==> src/jsu_pkg.sv <==
`timescale 1ns / 1ps
// Shared types, codes and helpers for the JSON string unescape block.
package jsu_pkg;

    localparam int unsigned BYTE_W  = 8;
    localparam int unsigned CODE_W  = 16;
    localparam int unsigned ST_W    = 3;
    localparam int unsigned MAX_RES = 3;

    // Result status codes
    localparam logic [ST_W-1:0] ST_OK       = 3'd0;
    localparam logic [ST_W-1:0] ST_DONE     = 3'd1;
    localparam logic [ST_W-1:0] ST_NO_QUOTE = 3'd2;
    localparam logic [ST_W-1:0] ST_BAD_ESC  = 3'd3;
    localparam logic [ST_W-1:0] ST_BAD_HEX  = 3'd4;
    localparam logic [ST_W-1:0] ST_END_ESC  = 3'd5;
    localparam logic [ST_W-1:0] ST_UNTERM   = 3'd6;

    // Characters of interest
    localparam logic [BYTE_W-1:0] CH_QUOTE = 8'h22;
    localparam logic [BYTE_W-1:0] CH_BSL   = 8'h5C;
    localparam logic [BYTE_W-1:0] CH_SLASH = 8'h2F;
    localparam logic [BYTE_W-1:0] CH_B     = 8'h62;
    localparam logic [BYTE_W-1:0] CH_F     = 8'h66;
    localparam logic [BYTE_W-1:0] CH_N     = 8'h6E;
    localparam logic [BYTE_W-1:0] CH_R     = 8'h72;
    localparam logic [BYTE_W-1:0] CH_T     = 8'h74;
    localparam logic [BYTE_W-1:0] CH_U     = 8'h75;

    // Decoder mode, one-hot
    typedef enum logic [6:0] {
        MD_WAIT = 7'b0000001,
        MD_BODY = 7'b0000010,
        MD_ESC  = 7'b0000100,
        MD_HEX1 = 7'b0001000,
        MD_HEX2 = 7'b0010000,
        MD_HEX3 = 7'b0100000,
        MD_HEX4 = 7'b1000000
    } t_mode;

    // Results caused by one input item
    typedef struct packed {
        logic [1:0]                      cnt;
        logic [MAX_RES-1:0][BYTE_W-1:0]  bytes;
        logic                            bvalid;
        logic [ST_W-1:0]                 st;
    } t_bundle;

    typedef struct packed {
        t_mode               mode;
        logic [CODE_W-1:0]   accum;
        t_bundle             bundle;
    } t_dec;

    // {bad, value} of one hex digit
    function automatic logic [4:0] hex_digit(input logic [BYTE_W-1:0] c);
        logic [4:0] r;
        r = 5'h10;
        if (c inside {[8'h30:8'h39]}) begin
            r = {1'b0, c[3:0]};
        end else if (c inside {[8'h61:8'h66], [8'h41:8'h46]}) begin
            r = {1'b0, c[3:0] + 4'd9};
        end
        return r;
    endfunction

endpackage

==> src/jsu_decode.sv <==
`timescale 1ns / 1ps
// Combinational decoder: next mode, hex accumulator and result bundle for one byte.
module jsu_decode (
    input  jsu_pkg::t_mode                   i_mode,
    input  logic [jsu_pkg::CODE_W-1:0]       i_accum,
    input  logic [jsu_pkg::BYTE_W-1:0]       i_byte,
    input  logic                             i_end,
    output jsu_pkg::t_dec                    o_dec
);
    import jsu_pkg::*;

    logic [4:0]        hx;
    logic [CODE_W-1:0] code;
    logic [8:0]        esc;

    function automatic t_bundle status_res(input logic [ST_W-1:0] s);
        t_bundle b;
        b     = '0;
        b.cnt = 2'd1;
        b.st  = s;
        return b;
    endfunction

    function automatic t_bundle byte_res(input logic [BYTE_W-1:0] v);
        t_bundle b;
        b          = '0;
        b.cnt      = 2'd1;
        b.bvalid   = 1'b1;
        b.bytes[0] = v;
        return b;
    endfunction

    function automatic t_bundle utf8_res(input logic [CODE_W-1:0] cd);
        t_bundle b;
        b        = '0;
        b.bvalid = 1'b1;
        b.st     = ST_OK;
        if (cd <= 16'h007F) begin
            b.cnt      = 2'd1;
            b.bytes[0] = cd[7:0];
        end else if (cd <= 16'h07FF) begin
            b.cnt      = 2'd2;
            b.bytes[0] = 8'hC0 | {3'b000, cd[10:6]};
            b.bytes[1] = 8'h80 | {2'b00, cd[5:0]};
        end else begin
            b.cnt      = 2'd3;
            b.bytes[0] = 8'hE0 | {4'h0, cd[15:12]};
            b.bytes[1] = 8'h80 | {2'b00, cd[11:6]};
            b.bytes[2] = 8'h80 | {2'b00, cd[5:0]};
        end
        return b;
    endfunction

    assign hx   = hex_digit(i_byte);
    assign code = {i_accum[CODE_W-5:0], hx[3:0]};

    // Simple escape map: {miss, byte}
    always_comb begin
        case (i_byte)
            CH_QUOTE: esc = {1'b0, CH_QUOTE};
            CH_BSL:   esc = {1'b0, CH_BSL};
            CH_SLASH: esc = {1'b0, CH_SLASH};
            CH_B:     esc = {1'b0, 8'h08};
            CH_F:     esc = {1'b0, 8'h0C};
            CH_N:     esc = {1'b0, 8'h0A};
            CH_R:     esc = {1'b0, 8'h0D};
            CH_T:     esc = {1'b0, 8'h09};
            default:  esc = 9'h100;
        endcase
    end

    always_comb begin
        o_dec        = '0;
        o_dec.mode   = i_mode;
        o_dec.accum  = i_accum;
        if (i_end) begin
            if (i_mode == MD_BODY) begin
                o_dec.bundle = status_res(ST_UNTERM);
            end else if (i_mode != MD_WAIT) begin
                o_dec.bundle = status_res(ST_END_ESC);
            end
            o_dec.mode = MD_WAIT;
        end else begin
            case (i_mode)
                MD_BODY: begin
                    if (i_byte == CH_QUOTE) begin
                        o_dec.bundle = status_res(ST_DONE);
                        o_dec.mode   = MD_WAIT;
                    end else if (i_byte == CH_BSL) begin
                        o_dec.mode   = MD_ESC;
                    end else begin
                        o_dec.bundle = byte_res(i_byte);
                    end
                end
                MD_ESC: begin
                    if (!esc[8]) begin
                        o_dec.bundle = byte_res(esc[7:0]);
                        o_dec.mode   = MD_BODY;
                    end else if (i_byte == CH_U) begin
                        o_dec.accum  = '0;
                        o_dec.mode   = MD_HEX1;
                    end else begin
                        o_dec.bundle = status_res(ST_BAD_ESC);
                        o_dec.mode   = MD_WAIT;
                    end
                end
                MD_HEX1, MD_HEX2, MD_HEX3, MD_HEX4: begin
                    if (hx[4]) begin
                        o_dec.bundle = status_res(ST_BAD_HEX);
                        o_dec.mode   = MD_WAIT;
                    end else begin
                        o_dec.accum = code;
                        case (i_mode)
                            MD_HEX1: o_dec.mode = MD_HEX2;
                            MD_HEX2: o_dec.mode = MD_HEX3;
                            MD_HEX3: o_dec.mode = MD_HEX4;
                            default: begin
                                o_dec.bundle = utf8_res(code);
                                o_dec.mode   = MD_BODY;
                            end
                        endcase
                    end
                end
                default: begin
                    // waiting for the opening quote
                    if (i_byte == CH_QUOTE) begin
                        o_dec.mode   = MD_BODY;
                    end else begin
                        o_dec.bundle = status_res(ST_NO_QUOTE);
                        o_dec.mode   = MD_WAIT;
                    end
                end
            endcase
        end
    end

endmodule

==> src/json_string_unescape_core.sv <==
`timescale 1ns / 1ps
// Top level of the JSON string unescape block: decoder, result register and skid slot.
//
// Takes one text byte per transfer and decodes a quoted JSON string: raw bytes pass through,
// the eight simple escapes map to their bytes and \uXXXX becomes one to three UTF-8 bytes
// (surrogates are not paired). Every status (string done, no opening quote, bad escape,
// bad hex, end inside escape, unterminated) comes out as a result with byte_valid low,
// and o_last marks the final result of each input transfer. The decoder works on the input
// port combinationally and writes a result register, so one input transfer is taken per cycle
// unless stalled; an item of n output bytes holds the result register until all n are out.
// A second result slot (skid) lets the next input be taken while a result still waits, and
// o_in_ready drops only while that slot is full. There is no clearing pass after reset.
module json_string_unescape_core (
    input  logic                          i_clk,
    input  logic                          i_rst_n,
    input  logic                          i_in_valid,
    output logic                          o_in_ready,
    input  logic [jsu_pkg::BYTE_W-1:0]    i_byte_in,
    input  logic                          i_text_end,
    output logic                          o_out_valid,
    input  logic                          i_out_ready,
    output logic [jsu_pkg::BYTE_W-1:0]    o_out_byte,
    output logic                          o_byte_valid,
    output logic [jsu_pkg::ST_W-1:0]      o_status,
    output logic                          o_last
);
    import jsu_pkg::*;

    // Decoder state
    t_mode             r_mode;
    logic [CODE_W-1:0] r_accum;
    t_dec              dec;

    // Result register (slot A) and skid slot (slot B)
    t_bundle    r_a, n_a;
    logic       r_a_valid, n_a_valid;
    logic [1:0] r_a_pos, n_a_pos;
    t_bundle    r_b, n_b;
    logic       r_b_full, n_b_full;

    logic in_xfer;
    logic new_res;
    logic a_last;
    logic a_free;

    jsu_decode u_decode (
        .i_mode  (r_mode),
        .i_accum (r_accum),
        .i_byte  (i_byte_in),
        .i_end   (i_text_end),
        .o_dec   (dec)
    );

    assign o_in_ready = !r_b_full;
    assign in_xfer    = i_in_valid && o_in_ready;
    assign new_res    = in_xfer && (dec.bundle.cnt != 2'd0);

    // Slot A is free when empty or when its last result is transferred this cycle
    assign a_last = (r_a_pos == (r_a.cnt - 2'd1));
    assign a_free = !r_a_valid || (i_out_ready && a_last);

    always_comb begin
        n_a       = r_a;
        n_a_valid = r_a_valid;
        n_a_pos   = r_a_pos;
        n_b       = r_b;
        n_b_full  = r_b_full;
        if (r_a_valid && i_out_ready && !a_last) begin
            n_a_pos = r_a_pos + 2'd1;
        end
        if (a_free) begin
            // refill from the skid slot first, else straight from the decoder
            n_a_pos = 2'd0;
            if (r_b_full) begin
                n_a       = r_b;
                n_a_valid = 1'b1;
                n_b_full  = 1'b0;
            end else if (new_res) begin
                n_a       = dec.bundle;
                n_a_valid = 1'b1;
            end else begin
                n_a_valid = 1'b0;
            end
        end else if (new_res) begin
            // hold the new results in the skid slot
            n_b      = dec.bundle;
            n_b_full = 1'b1;
        end
    end

    always_ff @(posedge i_clk) begin
        if (!i_rst_n) begin
            r_mode    <= MD_WAIT;
            r_accum   <= '0;
            r_a_valid <= 1'b0;
            r_a_pos   <= 2'd0;
            r_b_full  <= 1'b0;
        end else begin
            if (in_xfer) begin
                r_mode  <= dec.mode;
                r_accum <= dec.accum;
            end
            r_a_valid <= n_a_valid;
            r_a_pos   <= n_a_pos;
            r_b_full  <= n_b_full;
        end
    end

    // Payload slots carry no reset
    always_ff @(posedge i_clk) begin
        r_a <= n_a;
        r_b <= n_b;
    end

    assign o_out_valid  = r_a_valid;
    assign o_out_byte   = r_a.bytes[r_a_pos];
    assign o_byte_valid = r_a.bvalid;
    assign o_status     = r_a.st;
    assign o_last       = a_last;

    // The skid slot only fills behind a busy result register
    a_skid_behind_a: assert property (@(posedge i_clk) disable iff (!i_rst_n)
        r_b_full |-> r_a_valid)
        else $error("skid slot full while result register empty");

    // A status result is always the only, and so the last, result of its transfer
    a_status_last: assert property (@(posedge i_clk) disable iff (!i_rst_n)
        (o_out_valid && o_status != ST_OK) |-> (o_last && !o_byte_valid))
        else $error("status result not last or flagged as byte");

    // End of text always returns the decoder to waiting for a quote
    a_end_waits: assert property (@(posedge i_clk) disable iff (!i_rst_n)
        (in_xfer && i_text_end) |=> (r_mode == MD_WAIT))
        else $error("decoder not waiting after end of text");

    // The read position never runs past the results held
    a_pos_range: assert property (@(posedge i_clk) disable iff (!i_rst_n)
        r_a_valid |-> (r_a_pos < r_a.cnt))
        else $error("result position beyond bundle");

endmodule

==> config.mk <==
export PLATFORM = sky130hd
export DESIGN_NAME = json_string_unescape_core
export DESIGN_NICKNAME = d
export VERILOG_FILES = /design/src/jsu_pkg.sv /design/src/jsu_decode.sv /design/src/json_string_unescape_core.sv
export SDC_FILE = /design/constraint.sdc
export NUM_CORES = 1
export LEC_CHECK = 0
export BUFFER_PORTS_ARGS = -buffer_cell sky130_fd_sc_hd__buf_2
export CORE_MARGIN = 4
export CORE_UTILIZATION = 55
export DETAILED_ROUTE_END_ITERATION = 8
export GPL_TIMING_DRIVEN = 0
export PLACE_DENSITY = 0.75
export SLEW_MARGIN = 30
export SYNTH_ARGS = -nofsm -noshare
export SYNTH_HDL_FRONTEND = slang
export SYNTH_SLANG_ARGS = --single-unit
==> constraint.sdc <==
create_clock -name i_clk -period 4.8 [get_ports i_clk]
set_clock_uncertainty 0.2 [all_clocks]
set_input_delay 0.72 -clock i_clk [delete_from_list [all_inputs] [get_ports i_clk]]
set_output_delay 0.72 -clock i_clk [all_outputs]
set_load 0.02 [all_outputs]
Word level (Yosys, flattened, before mapping) --
Cells that the tools add are included.
Word-level totals: flip-flop bits (word level) 83, bits of input ports 13, output and inout port bits 15, logic and storage cells 115
Cells by class: add/sub/neg operators 3, magnitude comparators 9, equal/unequal tests 21, muxes and demuxes 39, bitwise gates (word level) 3, reduce and logical (&&, ||, !) cells 23
Operators by type and width (count):
- 2-to-1 mux 30 bit | 8
- 2-to-1 mux 29 bit | 4
- one-hot mux 30 bit (3 select lines) | 1
- one-hot mux 9 bit (8 select lines) | 1
- == test 8 x 7 -> 1 bit, second input constant | 7
- one-hot mux 7 bit (3 select lines) | 2
- 2-to-1 mux 12 bit | 3
- 2-to-1 mux 7 bit | 5
- 2-to-1 mux 8 bit | 3
- one-hot mux 12 bit (2 select lines) | 1
- binary-select mux 8 bit (select 2 bit) | 1
- == test 8 x 6 -> 1 bit, second input constant | 2
- >= comparator 8 x 7 -> 1 bit, second input constant | 2
- <= comparator 16 x 11 -> 1 bit, second input constant | 1
- <= comparator 16 x 7 -> 1 bit, second input constant | 1
- <= comparator 8 x 7 -> 1 bit, second input constant | 2
- 2-to-1 mux 16 bit | 1
- 2-to-1 mux 14 bit | 1
- 2-to-1 mux 5 bit | 2
- >= comparator 8 x 6 -> 1 bit, second input constant | 1
- <= comparator 8 x 6 -> 1 bit, second input constant | 1
- logical AND 1 bit | 8
- nonzero test 2 bit | 4
- == test 7 x 2 -> 1 bit, second input constant | 1
- 25 further kinds | 35

Logic depth before layout (Yosys ltp) --
Gate-level depths: netlist of run 1.
depth in word-level cells 16, mapped depth 10, depth with buffers taken out 9

Hierarchy --
A second synthesis of run 1 with hierarchy kept.
Second synthesis, totals: cell total of the unflattened synthesis 489, area total of the unflattened synthesis 5023.6 µm²
By module, submodules not included:
- json_string_unescape_core | times used 1, cells each 255, area each 3474.6 µm²
- jsu_decode | times used 1, cells each 234, area each 1549.0 µm²

Least setup slack after synthesis of run 1 --
OpenSTA, ideal clock, no wires.
path type in2reg, start point input port i_byte_in[0] in the netlist's numbering, end point register r_a (netlist bit o_byte_valid), enable pin, arrival time 4.192 ns, data required time 4.147 ns, path slack -0.044 ns, stages 10, path buffers 1, path through inv_1 ha_1 or3b_1 o311a_2 o221ai_2 or3_1 buf_6 clkinv_8 nor2_2 a211oi_1
On the way: longest elaborated chain between the ends 16, elaborated cells between the ends (all ways) 40, classes of those cells add/sub (1); order compare (8); eq/ne (9); mux (14); reduce/logical (8)
Ends and longest elaborated chain:
- start: declaration | line json_string_unescape_core.sv:18 | input logic [jsu_pkg::BYTE_W-1:0] i_byte_in,
- >= comparator 8 x 7 -> 1 bit / <= comparator 8 x 7 -> 1 bit (equally long branches) | line jsu_pkg.sv:61 | end else if (c inside {[8'h61:8'h66], [8'h41:8'h46]}) begin
- logical AND 1 bit | line jsu_pkg.sv:61
- nonzero test 2 bit | line jsu_pkg.sv:61
- 2-to-1 mux 5 bit | line jsu_pkg.sv:61
- 2-to-1 mux 5 bit | line jsu_pkg.sv:59 | if (c inside {[8'h30:8'h39]}) begin
- <= comparator 16 x 11 -> 1 bit | line jsu_decode.sv:41 | end else if (cd <= 16'h07FF) begin
- 2-to-1 mux 1 bit | line jsu_decode.sv:41
- 2-to-1 mux 2 bit | line jsu_decode.sv:38 | if (cd <= 16'h007F) begin
- 2-to-1 mux 30 bit | line jsu_decode.sv:113 | case (i_mode)
- 2-to-1 mux 30 bit | line jsu_decode.sv:108 | if (hx[4]) begin
- one-hot mux 30 bit (3 select lines) * | line jsu_decode.sv:84 | case (i_mode)
- 2-to-1 mux 30 bit * | line jsu_decode.sv:76 | if (i_end) begin
- nonzero test 2 bit * | line json_string_unescape_core.sv:56 | assign new_res = in_xfer && (dec.bundle.cnt != 2'd0);
- logical AND 1 bit * | line json_string_unescape_core.sv:56
- nonzero test 2 bit (no source line) *
- AND reduction 2 bit (no source line) *
- end signal: assignment | line json_string_unescape_core.sv:111 | r_a <= n_a;
- end: declaration | line json_string_unescape_core.sv:35 | t_bundle r_a, n_a;
Every way passes the cells marked *; elsewhere a longest branch is shown, timed or not. A chain may end at the register's enable or synchronous reset.

Worst setup path after layout of run 1 --
start point input port i_byte_in[0] in the netlist's numbering, end point register r_a[22] in the netlist's numbering, enable pin
Same word-level chain as after synthesis.

==> out/metrics.yaml, run 1 <==
synthesis.area_um2: 4488
path_class: "in2reg"
synth-seq-cells: 77
power_density_nw_per_um2: 256.1
cts_tree: "yes"
worstPathArrival_ns: 3.61
ant_nets: 0
worst_pin_slew_ns: 0.7207
syn_inst: 462
drt_iter0_drc: 285
vias: 3672
h-tree-depth: 3
slew_viol_final: 0
drv_cap: 0
rows: 32
fp.dieH_um: 98.34
via_per_inst: 6.039
grt_pass1_vias: 3441
syn_to_final_growth_pct: 11.24
totalWireLength_mm: 10.29
grt_pass1_wl_mm: 17.06
clkTransAtPathRegs_ns: 0.08
final_nets: 518
grt-ovfl-total: 0
die_area_um2: 9670
place.gp.congestion: 0.9394
numPortBuffers: 26
synth.yosys.seq_area_share_pct: 46.39
most-common-layout-cells: "nand2_1 (74), edfxtp_1 (54), nor2_1 (40)"
syn_nets: 479
cp-start-kind: "input pin"
dp_hpwl_mm: 7.734
synth_edf_count: 54
antenna_cells: 0
drc: 0
p_leak_nw: 1.754
ios: 28
holdBufCountCts: 0
clk_path_buf_depth: 2
rsz0062_at_grt: "false"
postCtsSetupBuffers: 0
die_w_um: 98.34
place_area_um2: 4808
cp_max_fo: 15
min_period_ns: 3.747
drive_gt1_share_pct: 18.38
numCtsBuffers: 9
routedWlPerCell_um: 16.92
cp-end-kind: "register"
peakVddDrop_mv: 0.1467
fin_setup_tns_ns: 0
antenna_found_initial: 0
root_buffer: "clkbuf_8"
finalHoldViolCount: 0
finalSetupViolations: 0
cts.repair.resized: 0
final_common_cell: "nand2_1"
core_um2: 7848
hold_path.class: "reg2reg"
synth_ff_type: "edfxtp_1"
cts.sinks: 77
firstDrtPassIters: 5
synthArstFlopShare_pct: 0
post-route-period-util_pct: 78.07
synth_cell_types: 76
worstSkewPairLatency_ns: 0.35
ys.warnings.count: 0
post-route-cell-area_um2: 4992
relSlewSlack_pct: 51.51
track_usage_pct: 21.66
grt_max_degree: 23
fmax_mhz: 266.9
start_util_pct: 57.19
worstPathRequired_ns: 4.66
avgSynthCellArea_um2: 9.714
run_status: "finished clean"
==> synth_stat cells (all sizes together), types with 3 or more instances <==
master	n	area, µm²
nand2	75	284.0
edfxtp	54	1622
nor2	45	191.4
o21ai	35	178.9
dfxtp	23	460.4
mux2i	23	230.2
a21oi	20	100.1
buf	15	113.9
nor3	14	102.6
inv	11	41.29
nand3	11	55.05
clkbuf	10	37.54
nor2b	10	62.56
nor4	10	77.57
o31ai	10	75.07
nand2b	8	50.05
or3	7	48.80
a21boi	5	41.29
a31oi	5	31.28
nor4b	5	65.06
and2	4	25.02
ha	4	50.05
mux2	4	45.04
a21o	3	22.52
a22oi	3	22.52
a2bb2oi	3	26.28
nand4	3	18.77
o21bai	3	22.52
or4b	3	33.78
==> layer usage <==
metal / wire [µm] / track usage [%]
met1: 4495 / 28.93
met2: 5008 / 35.73
met3: 630 / 4.500
met4: 155 / 6.197
met5: 0 / 0
==> kinds of logic (layout without fill, tap and decap cells) <==
kind of cell               Yosys count  in the layout  share of synthesized area [%]
and+or+nand+nor                    207            207                          24.98
AOI/OAI and AO/OA                  107            107                          16.14
DFF                                 77             77                          46.39
buffers and inverters               37             81                          4.656
muxes                               27             27                          6.133
adders and majority gates            4              4                          1.115
xor gates and xnor gates             3              3                         0.5856
==> flip-flops by register name, summed over array words and instances (netlist names) <==
name	cells
o_status	3
r_a_pos	2
r_b_full	1
r_mode	7
o_byte_valid	1
o_out_valid	1
r_a	23
r_accum	12
r_b	27
==> where the power goes <==
part	internal (mW)	switching, mW	leakage, nW
clock network	0.194	0.257	0.0840
registers	0.721	0.00446	0.707
logic	0.0342	0.0667	0.964
==> stage by stage <==
stage | total power [mW] | hold slack [ns] | cells | setup slack (ns) | utilization (%)
detailed placement | 0.8410 | 0.2771 | 592 | 0.7316 | 61.27
global route | 1.331 | 0.3244 | 608 | 0.8844 | 63.62
global placement | 0.8345 | 0.2684 | 590 | -0.1773 | 60.54
finish | 1.279 | 0.2826 | 608 | 1.053 | 63.62
CTS | 1.287 | 0.2902 | 608 | 1.097 | 63.62
floorplan | 0.8032 | 0.2614 | 462 | 0.7683 | -
==> area by class of cell <==
class | count | area, µm²
inverter | 12 | 57.56
timing repair buffer | 28 | 168.9
clock buffer | 9 | 123.9
sequential | 77 | 2082
buffer | 25 | 151.4
fill | 651 | 2855
clock inverter | 7 | 60.06
tap | 102 | 127.6
multi-input combinational | 348 | 2221
==> final timing paths <==
path,start,slack [ns],depth (start not counted),end
min reg2reg,o_out_valid,0.28,2,r_a_pos[1]
max reg2reg,r_mode[3],1.50,8,r_a[22]
max,i_byte_in[0],1.05,10,r_a[22]
min,o_out_valid,0.28,2,r_a_pos[1]
==> worst max-delay path, stage by stage <==
cell and delay [ns]:
buf_2 0.17, inv_1 0.08, ha_1 0.26, nor2b_1 0.15
o311a_2 0.46, o21ai_2 0.39, a22oi_1 0.21, nor4b_4 0.24
a211oi_4 0.64, buf_6 0.26
Power figures use the tool's default switching activity.
==> run 2, diff against run 1 <==
- clock period: 4.8 -> 3.3 ns (I/O delays scaled with it)
==> run 2 against run 1 <==
  * Core utilization up 1.5 points
  * Non-clock buffer count up 2
  * Die area unchanged
  * Flip-flop and latch count is the same
  * Cell count grew 0.49%
  * Routed wire length grew 2.9%
  * First-iteration DRC count shrank 20%
  * Clock power rose by 110%
  * Sequential share of layout area fell by 0.93 points
  * Via count is 1.7% higher
  * Hold slack improved by 0.0027 ns
==> out/metrics.yaml, run 2 (synthesized netlist as in run 1, its figures left out) <==
top_register: "r_b"
dp_hpwl_mm: 7.670  # -0.84%
finalHoldViolCount: 0  # unchanged
totalWireLength_mm: 10.59  # +2.9%
cts.sinks: 77  # unchanged
slew_viol_final: 0  # unchanged
via_per_inst: 6.111  # +1.2%
drive_gt1_share_pct: 19.25  # +0.87 points
grt_pass1_wl_mm: 17.31  # +1.4%
peakVddDrop_mv: 0.2282  # +56%
h-tree-depth: 3  # unchanged
start_util_pct: 57.19  # unchanged
hp-start: "o_out_valid"
ios: 28  # unchanged
antenna_cells: 0  # unchanged
track_usage_pct: 21.95  # +0.29 points
path_class: "in2reg"
syn_to_final_growth_pct: 13.77
die_w_um: 98.34  # unchanged
hold_path.class: "reg2reg"
cts_tree: "yes"
run_status: "finished clean"
min_period_ns: 3.185
cp-start-kind: "input pin"
drc: 0  # unchanged
cp-startpoint: "i_byte_in[0]"
rsz0062_at_grt: "false"
path_buf_inv: 2  # -1
path_delay_family: "simple AND/OR/NAND/NOR gates"
core_um2: 7848  # unchanged
path_cells: "buf_2 > inv_1 > ha_1 > or3b_2 > nor2_4 > nor4_1 > nor4b_4 > o21ai_2"
die_area_um2: 9670  # unchanged
final_nets: 521  # +0.58%
grt_max_degree: 28  # +22%
power_density_nw_per_um2: 420.7  # +64%
vias: 3734  # +1.7%
slowest_delay_ns: 0.70  # +0.06 ns
worstPathArrival_ns: 3.01  # -0.60 ns
antenna_found_initial: 0  # unchanged
numPortBuffers: 26  # unchanged
drt_iter0_drc: 227  # -20%
root_buffer: "clkbuf_8"
finalSetupViolations: 0  # unchanged
post-route-cell-area_um2: 5106  # +2.3%
place.gp.congestion: 0.9364  # -0.32%
grt_pass1_vias: 3518  # +2.2%
reg2reg_depth: 7  # -1
largest_register_ffs: 27  # unchanged
worstSkewPairLatency_ns: 0.35  # about the same
firstDrtPassIters: 5  # unchanged
hold-worst-slack_ns: 0.2853  # +0.002687 ns
fmax_mhz: 314.0
grt-ovfl-total: 0  # unchanged
slowest_stage: "nor4b_4"
ant_nets: 0  # unchanged
cp-end-kind: "register"
r2r-end: "r_b[13]"
r2r_setup_slack_ns: 0.21  # -1.29 ns
post-route-period-util_pct: 96.51
clk_path_buf_depth: 2  # unchanged
worst_hold_path.endpoint: "r_a_pos[0]"
p_leak_nw: 1.811  # +3.2%
cp_max_fo: 13  # -2
biggestRegsByFlops: "r_b x27, r_a x23, r_accum x12"
worstPathRequired_ns: 3.12  # -1.54 ns
fp.dieH_um: 98.34  # unchanged
rows: 32  # unchanged
place_area_um2: 4806  # about the same
final_common_cell: "nand2_1"
worst_pin_slew_ns: 0.7420  # +0.02127 ns
r2r-start: "r_mode[3]"
most-common-layout-cells: "nand2_1 (74), edfxtp_1 (54), nor2_1 (40)"
holdPathStages: 2  # unchanged
routedWlPerCell_um: 17.33  # +2.4%
n_fill_cell: 662  # +1.7%
clkTransAtPathRegs_ns: 0.08  # about the same
holdBufCountCts: 0  # unchanged
drv_cap: 0  # unchanged
relSlewSlack_pct: 50.16  # -1.4 points
numCtsBuffers: 9  # unchanged
-- run 2: final cells by class --
type	instances	area [µm²]	share of cell area, %
tap	102	127.6	2.499
sequential	77	2082	40.77
inverter	12	57.56	1.127
buffer	25	151.4	2.965
multi-input combinational	349	2255	44.16
clock inverter	7	145.1	2.842
clock buffer	9	123.9	2.426
timing repair buffer	30	163.9	3.210
-- run 2: worst max-delay path by stage --
stage / endpoint / slack, ns / cells after the start
floorplan: o_byte_valid / 0.005 / 10
global placement: r_a[24] / -0.56 / 9
detailed placement: r_a[24] / -0.40 / 10
CTS: r_b[10] / 0.09 / 9
global route: r_b[15] / 0.04 / 7
finish: r_b[13] / 0.12 / 8
-- run 2: what timing repair did --
| action | CTS | global route |
|---|---|---|
| hold endpoints to repair | 0 | 0 |
| gates resized for setup | 0 | 0 |
| cloned | 0 | 1 |
| pin swaps | 1 | 1 |
| setup buffers | 3 | 0 |
| endpoints found under the setup margin | 15 | 27 |
-- run 2: where the power goes --
part | switching (mW) | leakage (nW) | total, mW | internal (mW)
clock network | 0.359 | 0.130 | 0.941 | 0.583
logic | 0.0990 | 0.974 | 0.151 | 0.0523
registers | 0.00624 | 0.707 | 1.06 | 1.05
total | 0.464 | 1.81 | 2.15 | 1.68
-- run 2: per-layer routing --
layer  vias to the layer above  global-route usage [%]  wire (µm)
met5                         -                       0          0
met4                         0                   7.143        195
met3                        21                   3.071        521
met2                       142                   36.87       5373
met1                      1784                   29.27       4496
li1                       1787                       -          -
-- run 2: worst min-delay path, delay by kind of cell, from the launching register on --
family        cells  cell delay, ns
flops             1            0.33
simple gates      2            0.11
-- run 2: through the flow --
step | cells | TNS, ns | power (mW) | utilization [%] | worst slack, ns
floorplan | 462 | 0 | 1.171 | - | 0.004876
global placement | 590 | -30.31 | 1.216 | 61.00 | -0.5648
detailed placement | 591 | -15.56 | 1.223 | 61.24 | -0.3967
CTS | 610 | 0 | 2.153 | 64.96 | 0.09188
global route | 611 | 0 | 2.222 | 65.07 | 0.03987
finish | 611 | 0 | 2.148 | 65.07 | 0.1152
